## config.mk

```make
export PLATFORM = sky130hd
export DESIGN_NAME = fir_filter_pcm16
export DESIGN_NICKNAME = d
export VERILOG_FILES = /design/src/hw/rtl/fir_pkg.sv /design/src/hw/rtl/fir_cfg.sv /design/src/hw/rtl/fir_ctrl.sv /design/src/hw/rtl/fir_datapath.sv /design/src/hw/rtl/fir_filter_pcm16.sv
export SDC_FILE = /design/constraint.sdc
export NUM_CORES = 1
export LEC_CHECK = 0
export BUFFER_PORTS_ARGS = -buffer_cell sky130_fd_sc_hd__buf_2
export CORE_MARGIN = 4
export CORE_UTILIZATION = 40
export CTS_BUF_LIST = sky130_fd_sc_hd__clkbuf_2
export CTS_CLUSTER_DIAMETER = 100
export DETAILED_ROUTE_END_ITERATION = 8
export PLACE_DENSITY = 0.54
export SETUP_SLACK_MARGIN = 0.2
export SYNTH_ARGS = -nofsm -noshare
export SYNTH_HDL_FRONTEND = slang
export SYNTH_SLANG_ARGS = --single-unit
```

## constraint.sdc

```tcl
create_clock -name clk -period 8.6 [get_ports clk]
set_input_delay 1.72 -clock clk [delete_from_list [all_inputs] [get_ports clk]]
set_output_delay 1.72 -clock clk [all_outputs]
set_load 0.02 [all_outputs]
```

## src/hw/rtl/fir_pkg.sv

```systemverilog
// Package: shared widths, types and controller states for the FIR filter.
`default_nettype none

package fir_pkg;

  localparam int DATA_W       = 16;
  localparam int COEF_W       = 16;
  localparam int NUM_COEF     = 8;
  localparam int COEF_IW      = 3;
  localparam int PROD_W       = DATA_W + COEF_W;
  localparam int ACC_W        = PROD_W + COEF_IW;
  localparam int Q_FRAC       = 15;
  localparam int QUOT_W       = ACC_W - Q_FRAC;
  localparam int TAPS_DEFAULT = 8;
  localparam int APB_AW       = COEF_IW + 2;
  localparam int APB_DW       = 32;

  typedef logic [NUM_COEF-1:0][COEF_W-1:0] coef_arr_t;

  typedef enum logic [1:0] {
    ST_IDLE,
    ST_MAC,
    ST_DONE
  } fir_state_t;

  typedef struct packed {
    logic load;
    logic acc_clr;
    logic mac_en;
    logic out_load;
  } fir_cmd_t;

  typedef struct packed {
    logic will_fire;
    logic out_free;
  } fir_sts_t;

endpackage

`default_nettype wire

```

## src/hw/rtl/fir_cfg.sv

```systemverilog
// APB coefficient register file for the FIR filter.
`default_nettype none

module fir_cfg (
  input  wire logic                       clk,
  input  wire logic                       rst,
  input  wire logic                       psel,
  input  wire logic                       penable,
  input  wire logic                       pwrite,
  input  wire logic [fir_pkg::APB_AW-1:0] paddr,
  input  wire logic [fir_pkg::APB_DW-1:0] pwdata,
  output logic      [fir_pkg::APB_DW-1:0] prdata,
  output logic                            pready,
  output fir_pkg::coef_arr_t              coefs
);

  logic [fir_pkg::COEF_IW-1:0] reg_idx;
  logic                        wr_en;

  assign reg_idx = paddr[fir_pkg::APB_AW-1:2];
  assign wr_en   = psel & penable & pwrite;
  assign pready  = 1'b1;

  always_ff @(posedge clk) begin
    if (rst) begin
      coefs <= '0;
    end else if (wr_en) begin
      coefs[reg_idx] <= pwdata[fir_pkg::COEF_W-1:0];
    end
  end

  always_comb begin
    prdata = fir_pkg::APB_DW'($signed(coefs[reg_idx]));
  end

endmodule

`default_nettype wire

```

## src/hw/rtl/fir_ctrl.sv

```systemverilog
// Controller: sequences sample load, tap-by-tap multiply-accumulate and output.
`default_nettype none

module fir_ctrl #(
  parameter int TAPS  = fir_pkg::TAPS_DEFAULT,
  parameter int TAP_W = 3
) (
  input  wire logic             clk,
  input  wire logic             rst,
  input  wire logic             s_axis_tvalid,
  output logic                  s_axis_tready,
  input  fir_pkg::fir_sts_t     sts,
  output fir_pkg::fir_cmd_t     cmd,
  output logic      [TAP_W-1:0] tap
);

  fir_pkg::fir_state_t state;
  fir_pkg::fir_state_t state_next;
  logic                accept;
  logic                last_tap;

  assign accept   = s_axis_tvalid & (state == fir_pkg::ST_IDLE);
  assign last_tap = (tap == TAP_W'(TAPS - 1));

  always_ff @(posedge clk) begin
    if (rst) begin
      state <= fir_pkg::ST_IDLE;
      tap   <= '0;
    end else begin
      state <= state_next;
      if (state == fir_pkg::ST_MAC) begin
        tap <= tap + TAP_W'(1);
      end else begin
        tap <= '0;
      end
    end
  end

  always_comb begin
    state_next = state;
    unique case (state)
      fir_pkg::ST_IDLE: begin
        if (accept && sts.will_fire) begin
          state_next = fir_pkg::ST_MAC;
        end
      end
      fir_pkg::ST_MAC: begin
        if (last_tap) begin
          state_next = fir_pkg::ST_DONE;
        end
      end
      fir_pkg::ST_DONE: begin
        if (sts.out_free) begin
          state_next = fir_pkg::ST_IDLE;
        end
      end
      default: state_next = fir_pkg::ST_IDLE;
    endcase
  end

  always_comb begin
    s_axis_tready = 1'b0;
    cmd           = '0;
    unique case (state)
      fir_pkg::ST_IDLE: begin
        s_axis_tready = 1'b1;
        cmd.load      = accept;
        cmd.acc_clr   = accept;
      end
      fir_pkg::ST_MAC: begin
        cmd.mac_en = 1'b1;
      end
      fir_pkg::ST_DONE: begin
        cmd.out_load = sts.out_free;
      end
      default: begin
        s_axis_tready = 1'b0;
      end
    endcase
  end

endmodule

`default_nettype wire

```

## src/hw/rtl/fir_datapath.sv

```systemverilog
// Datapath: delay line, fill counter, shared MAC, rounding, saturation, output register.
`default_nettype none

module fir_datapath #(
  parameter int TAPS  = fir_pkg::TAPS_DEFAULT,
  parameter int TAP_W = 3
) (
  input  wire logic                       clk,
  input  wire logic                       rst,
  input  wire logic [fir_pkg::DATA_W-1:0] s_axis_tdata,
  output logic      [fir_pkg::DATA_W-1:0] m_axis_tdata,
  output logic                            m_axis_tvalid,
  input  wire logic                       m_axis_tready,
  input  fir_pkg::coef_arr_t              coefs,
  input  fir_pkg::fir_cmd_t               cmd,
  input  wire logic [TAP_W-1:0]           tap,
  output fir_pkg::fir_sts_t               sts
);

  localparam int FILL_W = $clog2(TAPS + 1);

  localparam logic signed [fir_pkg::QUOT_W-1:0] SAT_HI = fir_pkg::QUOT_W'(32767);
  localparam logic signed [fir_pkg::QUOT_W-1:0] SAT_LO = -fir_pkg::QUOT_W'(32768);

  logic        [fir_pkg::DATA_W-1:0] line [TAPS];
  logic        [FILL_W-1:0]          fill_count;
  logic signed [fir_pkg::ACC_W-1:0]  acc;
  logic signed [fir_pkg::PROD_W-1:0] prod;
  logic signed [fir_pkg::QUOT_W-1:0] quot;
  logic signed [fir_pkg::QUOT_W-1:0] quot_rnd;
  logic        [fir_pkg::DATA_W-1:0] sat;

  assign sts.will_fire = (fill_count >= FILL_W'(TAPS - 1));
  assign sts.out_free  = ~m_axis_tvalid | m_axis_tready;

  always_ff @(posedge clk) begin
    if (cmd.load) begin
      line[0] <= s_axis_tdata;
      for (int i = 1; i < TAPS; i++) begin
        line[i] <= line[i-1];
      end
    end
  end

  always_ff @(posedge clk) begin
    if (rst) begin
      fill_count <= '0;
    end else if (cmd.load && (fill_count != FILL_W'(TAPS))) begin
      fill_count <= fill_count + FILL_W'(1);
    end
  end

  always_comb begin
    prod = $signed(coefs[fir_pkg::COEF_IW'(tap)]) * $signed(line[tap]);
  end

  always_ff @(posedge clk) begin
    if (cmd.acc_clr) begin
      acc <= '0;
    end else if (cmd.mac_en) begin
      acc <= acc + fir_pkg::ACC_W'(prod);
    end
  end

  always_comb begin
    quot = acc[fir_pkg::ACC_W-1:fir_pkg::Q_FRAC];
    if (acc[fir_pkg::ACC_W-1] && (acc[fir_pkg::Q_FRAC-1:0] != '0)) begin
      quot_rnd = quot + fir_pkg::QUOT_W'(1);
    end else begin
      quot_rnd = quot;
    end
    if (quot_rnd > SAT_HI) begin
      sat = SAT_HI[fir_pkg::DATA_W-1:0];
    end else if (quot_rnd < SAT_LO) begin
      sat = SAT_LO[fir_pkg::DATA_W-1:0];
    end else begin
      sat = quot_rnd[fir_pkg::DATA_W-1:0];
    end
  end

  always_ff @(posedge clk) begin
    if (rst) begin
      m_axis_tvalid <= 1'b0;
    end else if (cmd.out_load) begin
      m_axis_tvalid <= 1'b1;
    end else if (m_axis_tready) begin
      m_axis_tvalid <= 1'b0;
    end
  end

  always_ff @(posedge clk) begin
    if (cmd.out_load) begin
      m_axis_tdata <= sat;
    end
  end

endmodule

`default_nettype wire

```

## src/hw/rtl/fir_filter_pcm16.sv

```systemverilog
// After the item that completes a result is accepted, the shared MAC steps through every
// tap; no new item is accepted until its result is loaded into the output register.
// The output register holds a result while the next item is accepted and shifted in.
// No result until TAPS items have arrived since reset.
// Synchronous active-high reset clears control state, fill count and coefficients.
`default_nettype none

module fir_filter_pcm16 #(
  parameter int TAPS = fir_pkg::TAPS_DEFAULT
) (
  input  wire logic                       clk,
  input  wire logic                       rst,
  input  wire logic                       s_axis_tvalid,
  output logic                            s_axis_tready,
  input  wire logic [fir_pkg::DATA_W-1:0] s_axis_tdata,   // [15:0] sample_in
  output logic                            m_axis_tvalid,
  input  wire logic                       m_axis_tready,
  output logic      [fir_pkg::DATA_W-1:0] m_axis_tdata,   // [15:0] sample_out
  input  wire logic                       psel,
  input  wire logic                       penable,
  input  wire logic                       pwrite,
  input  wire logic [fir_pkg::APB_AW-1:0] paddr,
  input  wire logic [fir_pkg::APB_DW-1:0] pwdata,
  output logic      [fir_pkg::APB_DW-1:0] prdata,
  output logic                            pready
);

  localparam int TAP_W = (TAPS > 1) ? $clog2(TAPS) : 1;

  fir_pkg::coef_arr_t coefs;
  fir_pkg::fir_cmd_t  cmd;
  fir_pkg::fir_sts_t  sts;
  logic [TAP_W-1:0]   tap;

  fir_cfg u_cfg (
    .clk     (clk),
    .rst     (rst),
    .psel    (psel),
    .penable (penable),
    .pwrite  (pwrite),
    .paddr   (paddr),
    .pwdata  (pwdata),
    .prdata  (prdata),
    .pready  (pready),
    .coefs   (coefs)
  );

  fir_ctrl #(
    .TAPS  (TAPS),
    .TAP_W (TAP_W)
  ) u_ctrl (
    .clk           (clk),
    .rst           (rst),
    .s_axis_tvalid (s_axis_tvalid),
    .s_axis_tready (s_axis_tready),
    .sts           (sts),
    .cmd           (cmd),
    .tap           (tap)
  );

  fir_datapath #(
    .TAPS  (TAPS),
    .TAP_W (TAP_W)
  ) u_datapath (
    .clk           (clk),
    .rst           (rst),
    .s_axis_tdata  (s_axis_tdata),
    .m_axis_tdata  (m_axis_tdata),
    .m_axis_tvalid (m_axis_tvalid),
    .m_axis_tready (m_axis_tready),
    .coefs         (coefs),
    .cmd           (cmd),
    .tap           (tap),
    .sts           (sts)
  );

endmodule

`default_nettype wire

```

==> results.md, run 1 <==
- Final HPWL DP: 48000 µm
- Average wire per standard cell: 19.2 µm
- Layout area overhead: 8.42%
- Reg clk slew, reported paths: 0.10 ns
- Post-CTS sizing: 0
- Worst slew margin: 28.0%
- Core Area: 61800 µm²
- Grt ovf: 0
- Die X: 258 µm
- PnR worst setup slack: 0.822 ns
- Gp weighted congestion: 0.841
- Synth top cells by count: nand2_1 (429), inv_1 (343), fa_1 (310)
- Area taken by multi-input logic gates: 15300 µm²
- Critical path's most frequent cell: fa_1
- Post-synth top area cell: fa_1
- Crit path max-delay family: adder cells
- Netlist cell types: 76
- DR vias: 18216
- Cells after synthesis: 2473
- Worst path depth: 22
- Worst-Skew Late Latency: 1.07 ns
- Top cells by area, synth: fa_1 (25%), edfxtp_1 (17%), dfxtp_1 (14%)
- Final hold viol count: 0
- Unrepaired setup endpoints after global routing: false
- Hold WS: 0.417 ns
- Largest net degree at the start of global routing: 84
- Hold buffers post-CTS: 0
- Worst R2R Start: u_ctrl.tap[0]
- Syn nets: 2952
- Row count: 91
- Post-synth EDFFs: 144
- Final setup fails: 0
- Max incr delay on CP: 0.70 ns
- Critical path required time: 9.49 ns
- Root Driver: clkbuf_2
- Met2 Usage GRT: 33.2%
- Top_reg_cell synth: dfxtp_1
- Worst Reg-to-Reg Cells: 22
- HP Class: reg2reg
- Max Cap Viol: 0
- Crit path from: u_ctrl.tap[0]
- Power density over the cells: 115 nW/µm²
- Setup crit end kind: flop
- Drt initial violations: 1319
- LEAKAGE: 0.0117 µW
- DRC: 0
- Initial antenna violation count: 5
- Crit-path slowest cell: dfxtp_4
- Slew @ Worst Pin: 1.08 ns
- Overall Global Routing Usage: 20.3%
- Number of H-tree levels: 3
- M3 GR Usage: 3.82%
- Outcome: finished clean
- # Post-CTS Setup Buffers: 0
- Synth top area share: 24.8%
- Register area share after synthesis: 31.1%
- Vias in the first global route: 19236
- Most frequent cell after synthesis: nand2_1
- Share of layout cells above drive strength 1: 14.6%
- CP Launch Type: flop
- Crit path arrival time: 8.67 ns
- Max-slew violations: 0
- Ports: 111
- Netlist Area Pre-Place: 25000 µm²
- Fmax achieved: 129 MHz
- VDD IR max: 0.0905 mV
- Ys async rst share: 0%
- WP buf/inv: 4
- Layout filler cell count: 5949
- Count of input and output buffers: 91
- Starting Density: 40.5%
- Synth Register Bits: 317
- Part of the cycle the worst path needs: 90.4%
- Clock Skews: 0.107 ns
- Post-Route Setup TNS: 0 ns
- Final #Nets: 3032
- CTS tree: built
- Synth warnings: 0
- Pre-CTS WS: 0.885 ns
- Num Clock Sinks: 317
- Design Area, Final: 27100 µm²
- Global-route wire length before repair: 107000 µm
- Hold path cells: 0
- Largest fanout on the critical path: 24
- Remaining antenna violation count: 0
- FF+latch area: 7790 µm²
- Pre-Repair DR Iteration Count: 5
- Syn avg cell area: 10.1 µm²
- CP cell instances: buf_4 > mux4_2 > mux2i_1 > buf_4 > nor2_1 > fa_1 > inv_1 > fa_1 > fa_1 > fa_1 > inv_1 > fa_1 > fa_1 > ha_1 > a21oi_1 > nor2_1 > a211oi_1 > a21oi_1 > o41a_1 > a31oi_1 > xor2_1 > o21ai_1
- Final worst path period need: 7.78 ns
- Final wirelength: 66400 µm
- CTS Buf Count: 84
- Hold path start: u_datapath.line[2][2]
- Vias/cell: 5.27
- Gr busiest metal: met2
- Placed cell areas: 26300 µm²
- Die ar.: 66600 µm²
- Die Ht: 258 µm
- Max Root-Sink Buffers: 3
- WS Path Type: reg2reg
- M1 GR Usage: 27.1%
- Pwr Total: 3130 µW
cells in the final DEF, fill, tap and decap left out, drive strengths merged, types with 12 or more instances in the layout:
master / count
nand2: 429
inv: 347
fa: 310
a21oi: 176
dfxtp: 173
nor2: 168
edfxtp: 144
buf: 140
clkbuf: 121
ha: 109
a22oi: 65
mux4: 64
o21ai: 39
mux2i: 30
clkinv: 27
nand2b: 24
xnor2: 23
nand4: 22
mux2: 21
xor2: 20
a21o: 16
nand3: 16
and2: 14
nor3: 12
kinds of logic after synthesis:
kind of cell / synth area share [%]
and+or+nand+nor: 12.6
buffers and inverters: 7.96
adders and majority gates: 30.3
AOI/OAI and AO/OA: 8.45
DFF: 31.1
muxes: 7.96
xor gates and xnor gates: 1.58
other: 0.0150
sequential cells by signal (all words and copies together), names as in the netlist:
| register | flops |
|---|---|
| u_cfg.coefs | 128 |
| u_ctrl.state | 2 |
| u_ctrl.tap | 3 |
| u_datapath.acc | 35 |
| u_datapath.fill_count | 4 |
| u_datapath.line | 128 |
| u_datapath.m_axis_tdata | 16 |
| u_datapath.m_axis_tvalid | 1 |
path summary, 6_finish.rpt:
kind | endpoint | slack [ns]
worst max-delay path | u_datapath.acc[26] | 0.82
worst min-delay path | u_datapath.line[3][2] | 0.42
worst max register to register | u_datapath.acc[26] | 0.82
worst min register to register | u_datapath.line[3][2] | 0.42
metal layers:
metal	up-vias	wire, µm
met1	9115	28700
met3	136	4460
li1	8302	-
met4	6	1840
met5	-	22
met2	657	31300
through the flow:
stage,utilization [%],instances
6_report,43.9,3459
5_1_grt,43.9,3458
4_1_cts,43.9,3457
3_5_place_dp,42.5,3304
3_3_place_gp,42.5,3304
2_1_floorplan,-,2473
area by class of cell:
cell class,count,share of cell area (%)
Clock inverter,32,0.867
Antenna cell,2,0.0185
Tap cell,837,3.86
Multi-Input combinational cell,1664,56.3
Sequential cell,317,28.7
Timing Repair Buffer,140,3.18
Clock buffer,121,2.23
Inverter,346,4.81
report_power, final:
part           internal (µW)  total [µW]  switching (µW)
sequential              1620        1640            21.5
clock                    480        1150             675
combinational            121         339             218
total                   2220        3130             914
Power figures use the tool's default switching activity.
==> run 2, diff against run 1 <==
--- a/config.mk
+++ b/config.mk
@@ -7,11 +7,11 @@
 export LEC_CHECK = 0
 export BUFFER_PORTS_ARGS = -buffer_cell sky130_fd_sc_hd__buf_2
 export CORE_MARGIN = 4
-export CORE_UTILIZATION = 40
+export CORE_UTILIZATION = 60
 export CTS_BUF_LIST = sky130_fd_sc_hd__clkbuf_2
 export CTS_CLUSTER_DIAMETER = 100
 export DETAILED_ROUTE_END_ITERATION = 8
-export PLACE_DENSITY = 0.54
+export PLACE_DENSITY = 0.76
 export SETUP_SLACK_MARGIN = 0.2
 export SYNTH_ARGS = -nofsm -noshare
 export SYNTH_HDL_FRONTEND = slang
==> constraint.sdc (replaced) <==
create_clock -name clk -period 8.6 [get_ports clk]
set_input_delay 0.86 -clock clk [delete_from_list [all_inputs] [get_ports clk]]
set_output_delay 0.86 -clock clk [all_outputs]
set_load 0.02 [all_outputs]
==> results.md, run 2 (synthesis gave the netlist of run 1 again) <==
- Outcome: finished clean
- Largest net degree at the start of global routing: 98 (+17%)
- Post-Route Setup TNS: 0 ns (unchanged)
- DR top layer: met5
- Setup crit end kind: flop
- Non-filler cells, final: 3165 (-8.5%)
- Power density over the cells: 113 nW/µm² (-2.2%)
- Starting Density: 61.0% (+21 points)
- Grt ovf: 0 (unchanged)
- CTS Buf Count: 80 (-4.8%)
- Number of H-tree levels: 3 (unchanged)
- Design Area, Final: 26800 µm² (-1.3%)
- Largest fanout on the critical path: 22 (-8.3%)
- VDD IR max: 0.116 mV (+28%)
- Count of input and output buffers: 91 (unchanged)
- DRC: 0 (unchanged)
- Worst slew margin: 14.7% (-13 points)
- Slew @ Worst Pin: 1.28 ns (+0.198 ns)
- Biggest regs: u_cfg.coefs (128), u_datapath.line (128), u_datapath.acc (35)
- Reg clk slew, reported paths: 0.12 ns (+0.02 ns)
- Final wirelength: 61300 µm (-7.6%)
- LEAKAGE: 0.0117 µW (+0.15%)
- Critical path required time: 9.51 ns (+0.02 ns)
- Final hold viol count: 0 (unchanged)
- Max Root-Sink Buffers: 3 (unchanged)
- Commonest non-fill, non-tap cell in the layout: nand2_1
- Max-slew violations: 0 (unchanged)
- Layout area overhead: 7.04%
- Final #Nets: 3047 (+0.49%)
- Met2 wire len: 30600 µm (-2.4%)
- Clock Skews: 0.0947 ns (-0.0127 ns)
- Ports: 111 (unchanged)
- Worst-Skew Late Latency: 1.03 ns (-0.04 ns)
- Die Ht: 212 µm (-18%)
- Gp weighted congestion: 0.908 (+8.0%)
- Initial antenna violation count: 5 (unchanged)
- Fmax achieved: 129 MHz (+0.18%)
- Max Cap Viol: 0 (unchanged)
- DR vias: 18739 (+2.9%)
- Num Clock Sinks: 317 (unchanged)
- Final worst path period need: 7.76 ns (-0.0137 ns)
- DR WL met3: 5600 µm (+26%)
- Layout filler cell count: 3271 (-45%)
- Remaining antenna violation count: 0 (unchanged)
- Metal-1 WL: 22700 µm (-21%)
- Most frequent cells in the layout: nand2_1 (429), inv_1 (342), fa_1 (310), a21oi_1 (176), dfxtp_1 (170)
- Unrepaired setup endpoints after global routing: false
- Average wire per standard cell: 19.4 µm (+0.95%)
- WS Path Type: reg2reg
- Crit path arrival time: 8.67 ns (about the same)
- Drt initial violations: 1745 (+32%)
- Die ar.: 45000 µm² (-32%)
- Vias in the first global route: 20030 (+4.1%)
- Global-route wire length before repair: 101000 µm (-5.5%)
- Part of the cycle the worst path needs: 90.3% (-0.16 points)
- Share of layout cells above drive strength 1: 14.3% (-0.32 points)
- Root Driver: clkbuf_2
- HP Class: in2reg
- Vias/cell: 5.92 (+12%)
- Core Area: 41000 µm² (-34%)
- Inst Count DP: 3002 (-9.1%)
- Die X: 212 µm (-18%)
- CP Launch Type: flop
- Final HPWL DP: 44500 µm (-7.3%)
- Placed cell areas: 25900 µm² (-1.5%)
- Post-CTS sizing: 0 (unchanged)
- Overall Global Routing Usage: 28.4% (+8.1 points)
- Final setup fails: 0 (unchanged)
- Row count: 74 (-19%)
- CTS tree: built
- Pre-Repair DR Iteration Count: 6 (+1)
[run 2: cell count changes in the layout (fill, tap and decap cells not counted), sizes merged]
| cell | before | now |
|---|---|---|
| clkbuf | 121 | 115 |
| inv | 347 | 349 |
| buf | 140 | 143 |
| diode | 2 | 3 |
| bufinv | 3 | 1 |
| dlygate4sd3 | 0 | 16 |
| clkinv | 27 | 25 |
| clkinvlp | 1 | 0 |
[run 2: timing repair]
item / CTS / global route
hold buffers: 16 / 0
setup buffers: 0 / 0
endpoints found under the hold margin: 16 / 0
[run 2: critical path, cell delays in order, from the launching register on]
cell	delay [ns]
dfxtp_4	0.66
buf_12	0.28
mux4_2	0.51
mux2i_1	0.51
inv_1	0.27
and2_1	0.25
fa_1	0.40
fa_1	0.41
fa_1	0.48
fa_1	0.50
fa_1	0.50
inv_1	0.05
fa_1	0.47
inv_1	0.04
ha_1	0.40
a21oi_1	0.10
nor2b_1	0.19
a221o_1	0.22
nand3_1	0.16
a21oi_1	0.37
o211ai_2	0.23
a2111oi_0	0.48
a211o_1	0.16
[run 2: final cells by class]
type                       count  area [µm²]  share of cell area [%]
antenna                        3        7.51                  0.0280
clock buffer                 115         576                    2.15
clock inverter                29         155                   0.580
inverter                     346        1310                    4.87
multi-input combinational   1664       15200                    57.0
sequential                   317        7790                    29.1
tap                          532         666                    2.49
timing repair buffer         159        1020                    3.81
[run 2: where the power goes]
part	internal (µW)	leakage, µW	switching, µW
registers	1620	0.00280	21.8
clock network	396	0.000559	649
logic	126	0.00838	214
[run 2: path summary, 6_finish.rpt]
kind / from / end / slack [ns] / depth (start not counted)
worst max-delay path: u_ctrl.tap[0] / u_datapath.acc[31] / 0.84 / 22
worst min-delay path: pwdata[5] / u_cfg.coefs[5] / 0.14 / 3
worst max register to register: u_ctrl.tap[0] / u_datapath.acc[31] / 0.84 / 22
worst min register to register: u_datapath.line[1][15] / u_datapath.line[2][15] / 0.43 / 0
[run 2: layer usage]
layer	global-route usage (%)	vias up
met5	0	-
met4	11.8	6
li1	-	8321
met2	48.1	900
met1	35.6	9293
met3	6.11	219
[run 2: metrics by stage]
stage | setup WS (ns) | hold WS [ns] | total power [µW] | util [%]
global route | 0.373 | 0.0897 | 3180 | 65.3
CTS | 0.914 | 0.0734 | 3040 | 65.3
finish | 0.836 | 0.139 | 3020 | 65.3
global placement | 1.04 | 0.423 | 1990 | 63.1
floorplan | 1.41 | 0.421 | 1910 | -
detailed placement | 0.959 | 0.430 | 2000 | 63.1
